File: config.mk
export PLATFORM = sky130hd
export DESIGN_NAME = ldt_lane
export DESIGN_NICKNAME = d
export VERILOG_FILES = /design/src/rtl/assert_macros.svh /design/src/rtl/ldt_lane.sv
export SDC_FILE = /design/constraint.sdc
export NUM_CORES = 2
export LEC_CHECK = 0
export BUFFER_PORTS_ARGS = -buffer_cell sky130_fd_sc_hd__buf_2
export CAP_MARGIN = 10
export CORE_AREA = 2 2 218 220
export DETAILED_ROUTE_END_ITERATION = 8
export DIE_AREA = 0 0 220 222
export GPL_TIMING_DRIVEN = 0
export HOLD_SLACK_MARGIN = 0.05
export PLACE_DENSITY = 0.85
export SKIP_CTS_REPAIR_TIMING = 1
export SLEW_MARGIN = 20
export SYNTH_ARGS = -nofsm -noshare
export SYNTH_HDL_FRONTEND = slang
export SYNTH_SLANG_ARGS = --single-unit
export TNS_END_PERCENT = 10
File: constraint.sdc
create_clock -name clk_i -period 10.1 [get_ports clk_i]
set_clock_uncertainty 0.05 [all_clocks]
set_input_delay 1.01 -clock clk_i [delete_from_list [all_inputs] [get_ports clk_i]]
set_output_delay 1.01 -clock clk_i [all_outputs]
set_load 0.02 [all_outputs]
File: src/rtl/assert_macros.svh
// ----------------------------------------------------------------------------
// Assertion macros
// Shared concurrent assertion wrappers for the diffuse term block.
// ----------------------------------------------------------------------------
`ifndef ASSERT_MACROS_SVH
`define ASSERT_MACROS_SVH
`ifndef SYNTH
`define LDT_ASSERT(lbl, clk, rst_n, prop) \
  lbl: assert property (@(posedge clk) disable iff (!rst_n) prop) \
    else $error("assertion failed");
`define LDT_ASSERT_NEVER(lbl, clk, rst_n, cond) \
  lbl: assert property (@(posedge clk) disable iff (!rst_n) !(cond)) \
    else $error("assertion failed");
`else
`define LDT_ASSERT(lbl, clk, rst_n, prop)
`define LDT_ASSERT_NEVER(lbl, clk, rst_n, cond)
`endif
`endif

File: src/rtl/ldt_lane.sv
// ----------------------------------------------------------------------------
// ldt_lane
// One axis: squares of both components and their cross product, registered.
// ----------------------------------------------------------------------------
module ldt_lane #(
  parameter int CB = 16
) (
  input  logic                   clk_i,
  input  logic                   en_i,
  input  logic signed [CB-1:0]   n_i,
  input  logic signed [CB-1:0]   l_i,
  output logic [2*CB-1:0]        nn_o,
  output logic [2*CB-1:0]        ll_o,
  output logic signed [2*CB-1:0] nl_o
);
  logic signed [2*CB-1:0] nn_s, ll_s, nl_s;

  assign nn_s = n_i * n_i;
  assign ll_s = l_i * l_i;
  assign nl_s = n_i * l_i;

  always_ff @(posedge clk_i) begin
    if (en_i) begin
      nn_o <= $unsigned(nn_s);
      ll_o <= $unsigned(ll_s);
      nl_o <= nl_s;
    end
  end
endmodule

==> metrics.md <==
| Metric | Value |
|---|---|
| Run status | `completed` |
| Asr flop ratio synth | `0` |
| Buf+Inv Stages, Crit Path | `6` |
| Largest net degree at the start of global routing | `65` |
| First-pass GRT wire length | `121,700 um` |
| Cell repeated most along the worst path | `fa_1` |
| Clk root buf | `clkbuf_16` |
| CP arrival | `8550 ps` |
| Top post-synthesis cells by count | `inv_1 (939), fa_1 (729), nand2_1 (285)` |
| Worst Hold Launch | `l_i[0]` |
| Final setup fails | `0` |
| Post-synth top area share | `0.4725` |
| Yosys reg bits | `94` |
| DIE WIDTH | `between 200 and 250 um` |
| Clock buffer depth | `2` |
| Via count | `between 20k and 25k` |
| Post-synth EDFFs | `94` |
| Critical path, cell by cell | `buf_2 -> clkbuf_1 -> clkbuf_1 -> nand2_1 -> fa_1 -> inv_1 -> fa_1 -> fa_1 -> fa_1 -> fa_1 -> inv_1 -> fa_1 -> inv_1 -> ha_1 -> nand3_1 -> nor4_1 -> o211ai_1 -> o211ai_1 -> o221ai_1 -> o21ai_1 -> o41ai_2 -> xnor2_1` |
| Hold_ws | `around 800 ps` |
| Final Hold Viols | `0` |
| Full die area | `~0.049 mm^2` |
| Clock-pin slew on the worst setup and hold paths | `80 ps` |
| Netlist Area Pre-Place | `roughly 0.031 mm^2` |
| 1st-iter DRT viols | `between 1.5k and 2k` |
| RD Place Congestion | `just under 1` |
| Clock sinks | `94` |
| Synthesized area per cell | `9.551 um^2` |
| Largest cells by area after synthesis | `fa_1 (47%), inv_1 (11%), ha_1 (11%)` |
| Top Family by Delay on Critical Path | `adder cells` |
| Min cycle time layout | `approximately 8400 ps` |
| Worst path slowest cell | `clkbuf_1` |
| Final HPWL DP | `a little over 60,000 um` |
| Setup crit start | `n_i[9]` |
| Vias per cell | `5.696` |
| CTS tree | `built` |
| Initial antenna violation count | `5` |
| Final ANT Viol Nets | `0` |
| # IOs | `130` |
| Total wire length | `roughly 75,000 um` |
| Htree depth | `3` |
| DRC violations left | `0` |
| DR pass1 iterations | `8` |
| Wirelength per Cell | `roughly 19 um` |
| Hold Path Class | `in2reg` |
| Unique masters post-synth | `64` |
| Unrepaired setup endpoints after global routing | `no` |
| Max stage delay on crit path | `roughly 760 ps` |
| Core Region | `~0.046 mm^2` |
| Yosys top cell by area | `fa_1` |
| # nets final | `4,397` |
| Initial core utilization | `0.6677` |
| Crit path launch type | `input pin` |
| Register area share after synthesis | `0.09139` |
| Setup tns final | `0 ps` |
| WP data required | `between 10,000 and 15,000 ps` |
| CTS Buf Count | `9` |
| Most numerous cell in the Yosys netlist | `inv_1` |
| Fmax | `118.5 MHz` |
| Die H | `~220 um` |
| Ys flop type | `edfxtp_1` |
| Max-slew violations | `0` |
| Number of global-route vias before repair | `~25k` |
| CP endpoint kind | `register` |
| Layout cells sized above 1 | `0.05012` |
| Area Overhead vs Synth | `5.521%` |
| IO Port Bufs | `120` |
| Crit share post-route | `0.8356` |
| Crit Path Max Fanout | `10` |
| GRT overflow | `0` |
| Slew headroom | `0.2755` |
| Row count | `79` |
| CP Class | `in2reg` |
| Worst slew pin tran | `1073 ps` |
| MaxCap Viol Count | `0` |
| Post-Synthesis Cells | `~3.2k` |
| Ys Warns | `0` |
| GRT Total Usage | `0.3286` |
-- sequential cells by signal, indices dropped and copies added, names as in the netlist --
register and flops:
nn_o 31, ll_o 31, nl_o 32
-- routing by layer --
| metal | global-route usage | routed length (um) |
|---|---|---|
| met5 | 0.006061 | 77 |
| met4 | 0.1702 | 4451 |
| met3 | 0.1097 | 9093 |
| met2 | 0.5250 | 35650 |
| met1 | 0.3960 | 25340 |
-- metrics by stage --
step,utilization,cells,setup WS (ps),instance area [um^2]
after floorplan,-,3235,2973,30890
final,0.7046,3981,1661,32590
after global routing,0.7046,3981,1683,32590
after global placement,0.6972,3962,1680,32250
after detailed placement,0.6979,3963,1627,32280
after CTS,0.7045,3979,2072,32590
-- layout make-up --
cell class	instances	area, um^2
Clock buffer	9	225.2
Fill cell	3355	13670
Sequential cell	94	2823
Inverter	949	3562
Clock inverter	7	77.57
Antenna cell	2	5.005
Multi-Input combinational cell	2080	24080
Timing Repair Buffer	121	634.4
Tap cell	607	759.5
Buffer	112	429.2
-- path summary, 6_finish.rpt --
check        to  slack [ps]  depth (start not counted)
max    nl_o[31]        1660                         22
min     ll_o[0]         810                          1
-- layout by cell type, fill, tap and decap left out, types with 4 or more instances in the layout --
cell type  instances
inv_1            939
nor2b_1           16
nand2_1          285
nand4_1            5
and2_1           174
o211ai_1          10
or2_2             10
a21o_1            29
ha_1             267
a31oi_1           10
clkbuf_16          9
a221oi_1           4
xnor2_1           96
buf_2            120
and3_1             7
or4_1              4
o31ai_1            9
or3_1             11
a31o_2            13
o21a_1            10
nand3_1           23
edfxtp_1          94
nor2_1           132
fa_1             729
clkinv_1          10
inv_6              4
xor2_1            23
nor3_1            26
nor4_1             5
a211oi_1           8
a21oi_1           62
o21ai_0           36
clkbuf_1         107
nand2b_1          14
o311ai_0           4
o21bai_1          12
-- logic make-up after synthesis --
group / synth area share
buffers and inverters: 0.1292
adders and majority gates: 0.5807
and+or+nand+nor: 0.1127
AOI/OAI and AO/OA: 0.05124
xor gates and xnor gates: 0.03374
DFF: 0.09139
muxes: 0.0009722
other: 0.0001214
Power is not shown: default switching activity piles up to over one toggle a cycle in this logic, so the estimate is an artifact.
