==> src/rtl/assert_macros.svh <==
// ----------------------------------------------------------------------------
// Assertion macros
// Shared concurrent assertion wrappers for the diffuse term block.
// ----------------------------------------------------------------------------
`ifndef ASSERT_MACROS_SVH
`define ASSERT_MACROS_SVH
`ifndef SYNTH
`define LDT_ASSERT(lbl, clk, rst_n, prop) \
  lbl: assert property (@(posedge clk) disable iff (!rst_n) prop) \
    else $error("assertion failed");
`define LDT_ASSERT_NEVER(lbl, clk, rst_n, cond) \
  lbl: assert property (@(posedge clk) disable iff (!rst_n) !(cond)) \
    else $error("assertion failed");
`else
`define LDT_ASSERT(lbl, clk, rst_n, prop)
`define LDT_ASSERT_NEVER(lbl, clk, rst_n, cond)
`endif
`endif

==> src/rtl/ldt_pkg.sv <==
// ----------------------------------------------------------------------------
// ldt_pkg
// Types shared by the diffuse term pipeline modules.
// ----------------------------------------------------------------------------
package ldt_pkg;

  // Special cases that travel beside the arithmetic.
  typedef struct packed {
    logic zero;    // either vector has zero length
    logic nonpos;  // dot product is zero or negative
  } ldt_flags_t;

endpackage

==> src/rtl/ldt_div.sv <==
// ----------------------------------------------------------------------------
// ldt_div
// Pipelined restoring divider giving the Q1.F cosine, one quotient bit per stage.
// ----------------------------------------------------------------------------
module ldt_div #(
  parameter int W = 32,
  parameter int F = 15
) (
  input  logic                clk_i,
  input  logic                rst_ni,
  input  logic                en_i,
  input  logic                valid_i,
  input  logic [W-1:0]        d_i,
  input  logic [W-1:0]        s_i,
  input  ldt_pkg::ldt_flags_t flags_i,
  output logic                valid_o,
  output logic [F:0]          brightness_o,
  output logic                zero_o
);
  import ldt_pkg::*;

  localparam logic [F:0] ONE = {1'b1, {F{1'b0}}};

  logic         vld_q   [0:F+1];
  logic [W:0]   r_q     [0:F+1];
  logic [W-1:0] s_q     [0:F+1];
  logic [F:0]   q_q     [0:F+1];
  ldt_flags_t   flags_q [0:F+1];

  assign vld_q[0]   = valid_i;
  assign r_q[0]     = {1'b0, d_i};
  assign s_q[0]     = s_i;
  assign q_q[0]     = '0;
  assign flags_q[0] = flags_i;

  for (genvar k = 0; k <= F; k++) begin : g_stage
    logic [W:0] rin, rsub;
    logic       ge;

    // The first stage decides the integer bit without shifting.
    if (k == 0) begin : g_first
      assign rin = r_q[k];
    end else begin : g_next
      assign rin = {r_q[k][W-1:0], 1'b0};
    end
    assign ge   = rin >= {1'b0, s_q[k]};
    assign rsub = rin - {1'b0, s_q[k]};

    always_ff @(posedge clk_i or negedge rst_ni) begin
      if (!rst_ni) begin
        vld_q[k+1] <= 1'b0;
      end else if (en_i) begin
        vld_q[k+1] <= vld_q[k];
      end
    end

    always_ff @(posedge clk_i) begin
      if (en_i) begin
        r_q[k+1]     <= ge ? rsub : rin;
        s_q[k+1]     <= s_q[k];
        q_q[k+1]     <= {q_q[k][F-1:0], ge};
        flags_q[k+1] <= flags_q[k];
      end
    end
  end

  always_comb begin
    if (flags_q[F+1].zero || flags_q[F+1].nonpos) begin
      brightness_o = '0;
    end else if (q_q[F+1] > ONE) begin
      brightness_o = ONE;
    end else begin
      brightness_o = q_q[F+1];
    end
  end

  assign valid_o = vld_q[F+1];
  assign zero_o  = flags_q[F+1].zero;
endmodule

==> config.mk <==
export PLATFORM = sky130hd
export DESIGN_NAME = ldt_div
export DESIGN_NICKNAME = d
export VERILOG_FILES = /design/src/rtl/assert_macros.svh /design/src/rtl/ldt_pkg.sv /design/src/rtl/ldt_div.sv
export SDC_FILE = /design/constraint.sdc
export NUM_CORES = 2
export LEC_CHECK = 0
export BUFFER_PORTS_ARGS = -buffer_cell sky130_fd_sc_hd__buf_4
export CELL_PAD_IN_SITES_DETAIL_PLACEMENT = 0
export CELL_PAD_IN_SITES_GLOBAL_PLACEMENT = 1
export CORE_ASPECT_RATIO = 0.9
export CORE_MARGIN = 2
export CORE_UTILIZATION = 52
export CTS_CLUSTER_DIAMETER = 150
export DETAILED_ROUTE_END_ITERATION = 12
export PLACE_DENSITY_LB_ADDON = 0.1
export SYNTH_ARGS = -nofsm -noshare
export SYNTH_HDL_FRONTEND = slang
export SYNTH_SLANG_ARGS = --single-unit
==> constraint.sdc <==
create_clock -name clk_i -period 4 [get_ports clk_i]
set_input_delay 0.2 -clock clk_i [delete_from_list [all_inputs] [get_ports clk_i]]
set_output_delay 0.2 -clock clk_i [all_outputs]
set_load 0.005 [all_outputs]
==> impl_metrics.env <==
export IMPL_rsz0062_at_grt="yes"
export IMPL_fin_skew_ns=0.0222
export IMPL_leakage_nw=31.6
export IMPL_clk_pin_slew_ns=0.06
export IMPL_coreArea_um2=125000
export IMPL_die_h_um=341
export IMPL_synthesis_area_um2=65700
export IMPL_timing_rr_start="s_q[385]"
export IMPL_cts_buffers=121
export IMPL_hp_start="s_i[7]"
export IMPL_ys_flop_type="edfxtp_1"
export IMPL_io_buffers=87
export IMPL_cp_end_kind="flop"
export IMPL_diodes=0
export IMPL_synth_edf_count=1128
export IMPL_grt_usage=0.212
export IMPL_fmax_ghz=0.256
export IMPL_grt_max_degree=122
export IMPL_grt_ovfl_total=0
export IMPL_yosysWarnings=0
export IMPL_async_flop_share=0.0140
export IMPL_worstPathArrival_ns=4.37
export IMPL_drtIter0Drc=1662
export IMPL_synthDistinctLibCells=97
export IMPL_worstPathMaxFanout=7
export IMPL_maxSlewViolCount=0
export IMPL_grt_pass1_wl_mm=220
export IMPL_hold_viol_final=0
export IMPL_grt_pass1_vias=44600
export IMPL_dp_hpwl_mm=105
export IMPL_cts_max_level=3
export IMPL_min_period_over_period=0.975
export IMPL_status="finished, final reports clean"
export IMPL_wl_mm=137
export IMPL_worst_pin_slew_ns=1.13
export IMPL_whs_ns=0.187
export IMPL_cts_sinks=1144
export IMPL_syn_avg_cell_area_um2=11.4
export IMPL_avgRoutedWirePerCell_um=17.1
export IMPL_final_nets=6812
export IMPL_hold_end="s_q[487]"
export IMPL_die_area_um2=129000
export IMPL_hold_depth=2
export IMPL_antenna_found_initial=0
export IMPL_worst_ir_drop_vdd_v=0.000493
export IMPL_relSlewSlack=0.239
export IMPL_power_mw=58.8
export IMPL_crit_path_cell_trace="inv_2 > ha_4 > nor2b_4 > o31ai_4 > a21oi_4 > nor4_4 > nor2_2 > or3b_4 > a211o_1 > a221oi_4 > o21ai_2 > o32ai_4 > buf_6 > buf_12 > mux2_2"
export IMPL_via_per_inst=5.40
export IMPL_worst_r2r_path_depth=15
export IMPL_drive_gt1_frac=0.122
export IMPL_num_fill_cells=10300
export IMPL_cts_root_buf="clkbuf_16"
export IMPL_vias=43300
export IMPL_synth_seq_cells=1144
export IMPL_start_util=0.525
export IMPL_dr_pass1_iters=7
export IMPL_multi_input_area_um2=28900
export IMPL_synth_fp_nets=6378
export IMPL_syn_inst=5782
export IMPL_required_ns=4.47
export IMPL_power_density_nw_per_um2=780
export IMPL_die_x_um=379
export IMPL_yosysSeqAreaShare=0.522
export IMPL_clk_path_buf_depth=3
export IMPL_r2r_setup_slack_ns=0.1
export IMPL_place_congestion=0.905
export IMPL_seq_area_um2=34300
export IMPL_syn_to_final_growth_pct=14.7
export IMPL_r2r_end="g_stage[5].rin[4]"
export IMPL_setup_viol=0
export IMPL_cts_tree="yes"
export IMPL_ant_nets=0
export IMPL_critPathKind="reg2reg"
export IMPL_cp_start_kind="flop"
export IMPL_worst_path_largest_cell_delay_ns=0.41
export IMPL_period_needed_ns=3.90
export IMPL_io_pins=88
export IMPL_min_delay_path_class="in2reg"
export IMPL_cpMaxStageDelayCell="edfxtp_1"
export IMPL_cap_violations=0
export IMPL_post_route_drc_count=0
export IMPL_clk_insertion_delay_late_ns=0.73
export IMPL_rows=123
==> worst max path at each step <==
stage / startpoint / endpoint / cells after the start
2_1_floorplan: s_q[385] / g_stage[5].rin[28] / 14
3_3_place_gp: s_q[257] / g_stage[9].rin[3] / 16
3_5_place_dp: s_q[385] / g_stage[5].rin[4] / 14
4_1_cts: g_stage[4].rin[12] / g_stage[5].rin[25] / 14
5_1_grt: s_q[385] / g_stage[5].rin[3] / 15
6_report: s_q[385] / g_stage[5].rin[4] / 15
==> registers in the layout, indices dropped and copies added (netlist names) <==
register     cells
g_stage.rin    480
s_q            480
q_q            136
flags_q         31
vld_q           15
valid_o          1
zero_o           1
==> per-stage QoR <==
stage / instance area (um2) / util / setup slack (ns) / TNS (ns) / std cells
finish: 75300 / 0.602 / 0.0981 / 0 / 8008
global route: 75300 / 0.602 / -0.0591 / -0.893 / 8008
CTS: 75000 / 0.599 / 0.0128 / 0 / 7998
detailed placement: 70200 / 0.561 / -0.110 / -3.02 / 7685
global placement: 70200 / 0.561 / -0.112 / -2.79 / 7685
floorplan: 65700 / - / 0.312 / 0 / 5782
==> synth_stat cells, types with 18 or more instances <==
cell type | instances | area, um2
o31ai_1 | 33 | 248
mux2_2 | 139 | 1570
a31oi_1 | 41 | 257
ha_1 | 511 | 6390
xnor2_1 | 246 | 2150
clkbuf_1 | 78 | 293
nor2_1 | 308 | 1160
mux2_1 | 107 | 1200
o21ai_1 | 35 | 175
o21ai_0 | 315 | 1580
nand2_1 | 345 | 1290
mux2i_1 | 20 | 200
nor2b_1 | 78 | 488
o21a_1 | 73 | 548
xor2_1 | 159 | 1390
and2_1 | 35 | 219
inv_1 | 625 | 2350
a211oi_1 | 27 | 203
o21bai_1 | 42 | 315
a21boi_0 | 19 | 143
nor3_1 | 62 | 310
and3_1 | 35 | 219
nand2b_1 | 69 | 432
a21o_1 | 248 | 1860
nand3_1 | 74 | 370
buf_2 | 26 | 130
nand4_1 | 77 | 482
edfxtp_1 | 1128 | 33900
a21oi_1 | 493 | 2470
nor4_1 | 18 | 113
==> placed cells by master, fill, tap and decap left out, types with 31 or more instances in the layout <==
cell type and instances:
nand3_1 74, nand2b_1 68, o21ai_1 34, dlygate4sd3_1 70, inv_1 624, clkbuf_16 122
and2_1 35, nand4_1 77, o21ai_0 314, edfxtp_1 1128, a21o_1 248, o21bai_1 42
a31oi_1 39, xor2_1 159, xnor2_1 246, buf_4 331, ha_1 507, a21oi_1 484
nand2_1 344, and3_1 35, o21a_1 73, mux2_2 139, nor2b_1 77, nor2_1 307
mux2_1 107, o31ai_1 31, nor3_1 61
==> cell type report <==
cell class	count	area share
inverter	629	0.0314
sequential	1144	0.455
tap	1687	0.0280
multi-input combinational	3892	0.384
timing repair buffer	428	0.0493
clock inverter	71	0.00930
clock buffer	157	0.0431
==> kinds of logic after synthesis <==
family | after synthesis | share of synthesized area
AOI/OAI and AO/OA | 1496 | 0.143
xor gates and xnor gates | 405 | 0.0540
adders and majority gates | 526 | 0.102
buffers and inverters | 747 | 0.0440
DFF | 1144 | 0.522
muxes | 279 | 0.0482
and+or+nand+nor | 1185 | 0.0873
==> metal layers <==
metal  routed length [um]  vias up  share of wire  track usage
li1                     -    22000              -            -
met1                50900    20200           0.37        0.214
met2                73500      697           0.54        0.409
met3                 3260      355          0.024       0.0262
met4                 9520        0          0.069        0.135
met5                    0        -              0            0
==> critical path, delay by kind of cell, from the launching register on <==
kind / cells / cell delay (ns)
adder cells (fa/ha/maj): 1 / 0.20
multiplexers: 1 / 0.34
buffers and inverters: 3 / 0.41
flip-flops: 1 / 0.41
AO/OA/AOI/OAI: 6 / 1.32
AND/OR/NAND/NOR: 4 / 0.92
==> report_power, final <==
part | switching, mW | leakage [nW] | internal (mW) | total [mW]
clock | 4.66 | 1.93 | 6.43 | 11.1
combinational | 14.8 | 18.4 | 13.4 | 28.2
sequential | 1.60 | 11.2 | 17.9 | 19.5
==> timing repair <==
item,4_1_cts,5_1_grt
gates cloned,1,2
endpoints found under the hold margin,135,0
pin swaps,4,11
setup buffers,14,8
gates resized for setup,4,39
hold buffers,70,0
setup endpoints to repair,60,144
Note: power is estimated with default switching activity, not from simulation.
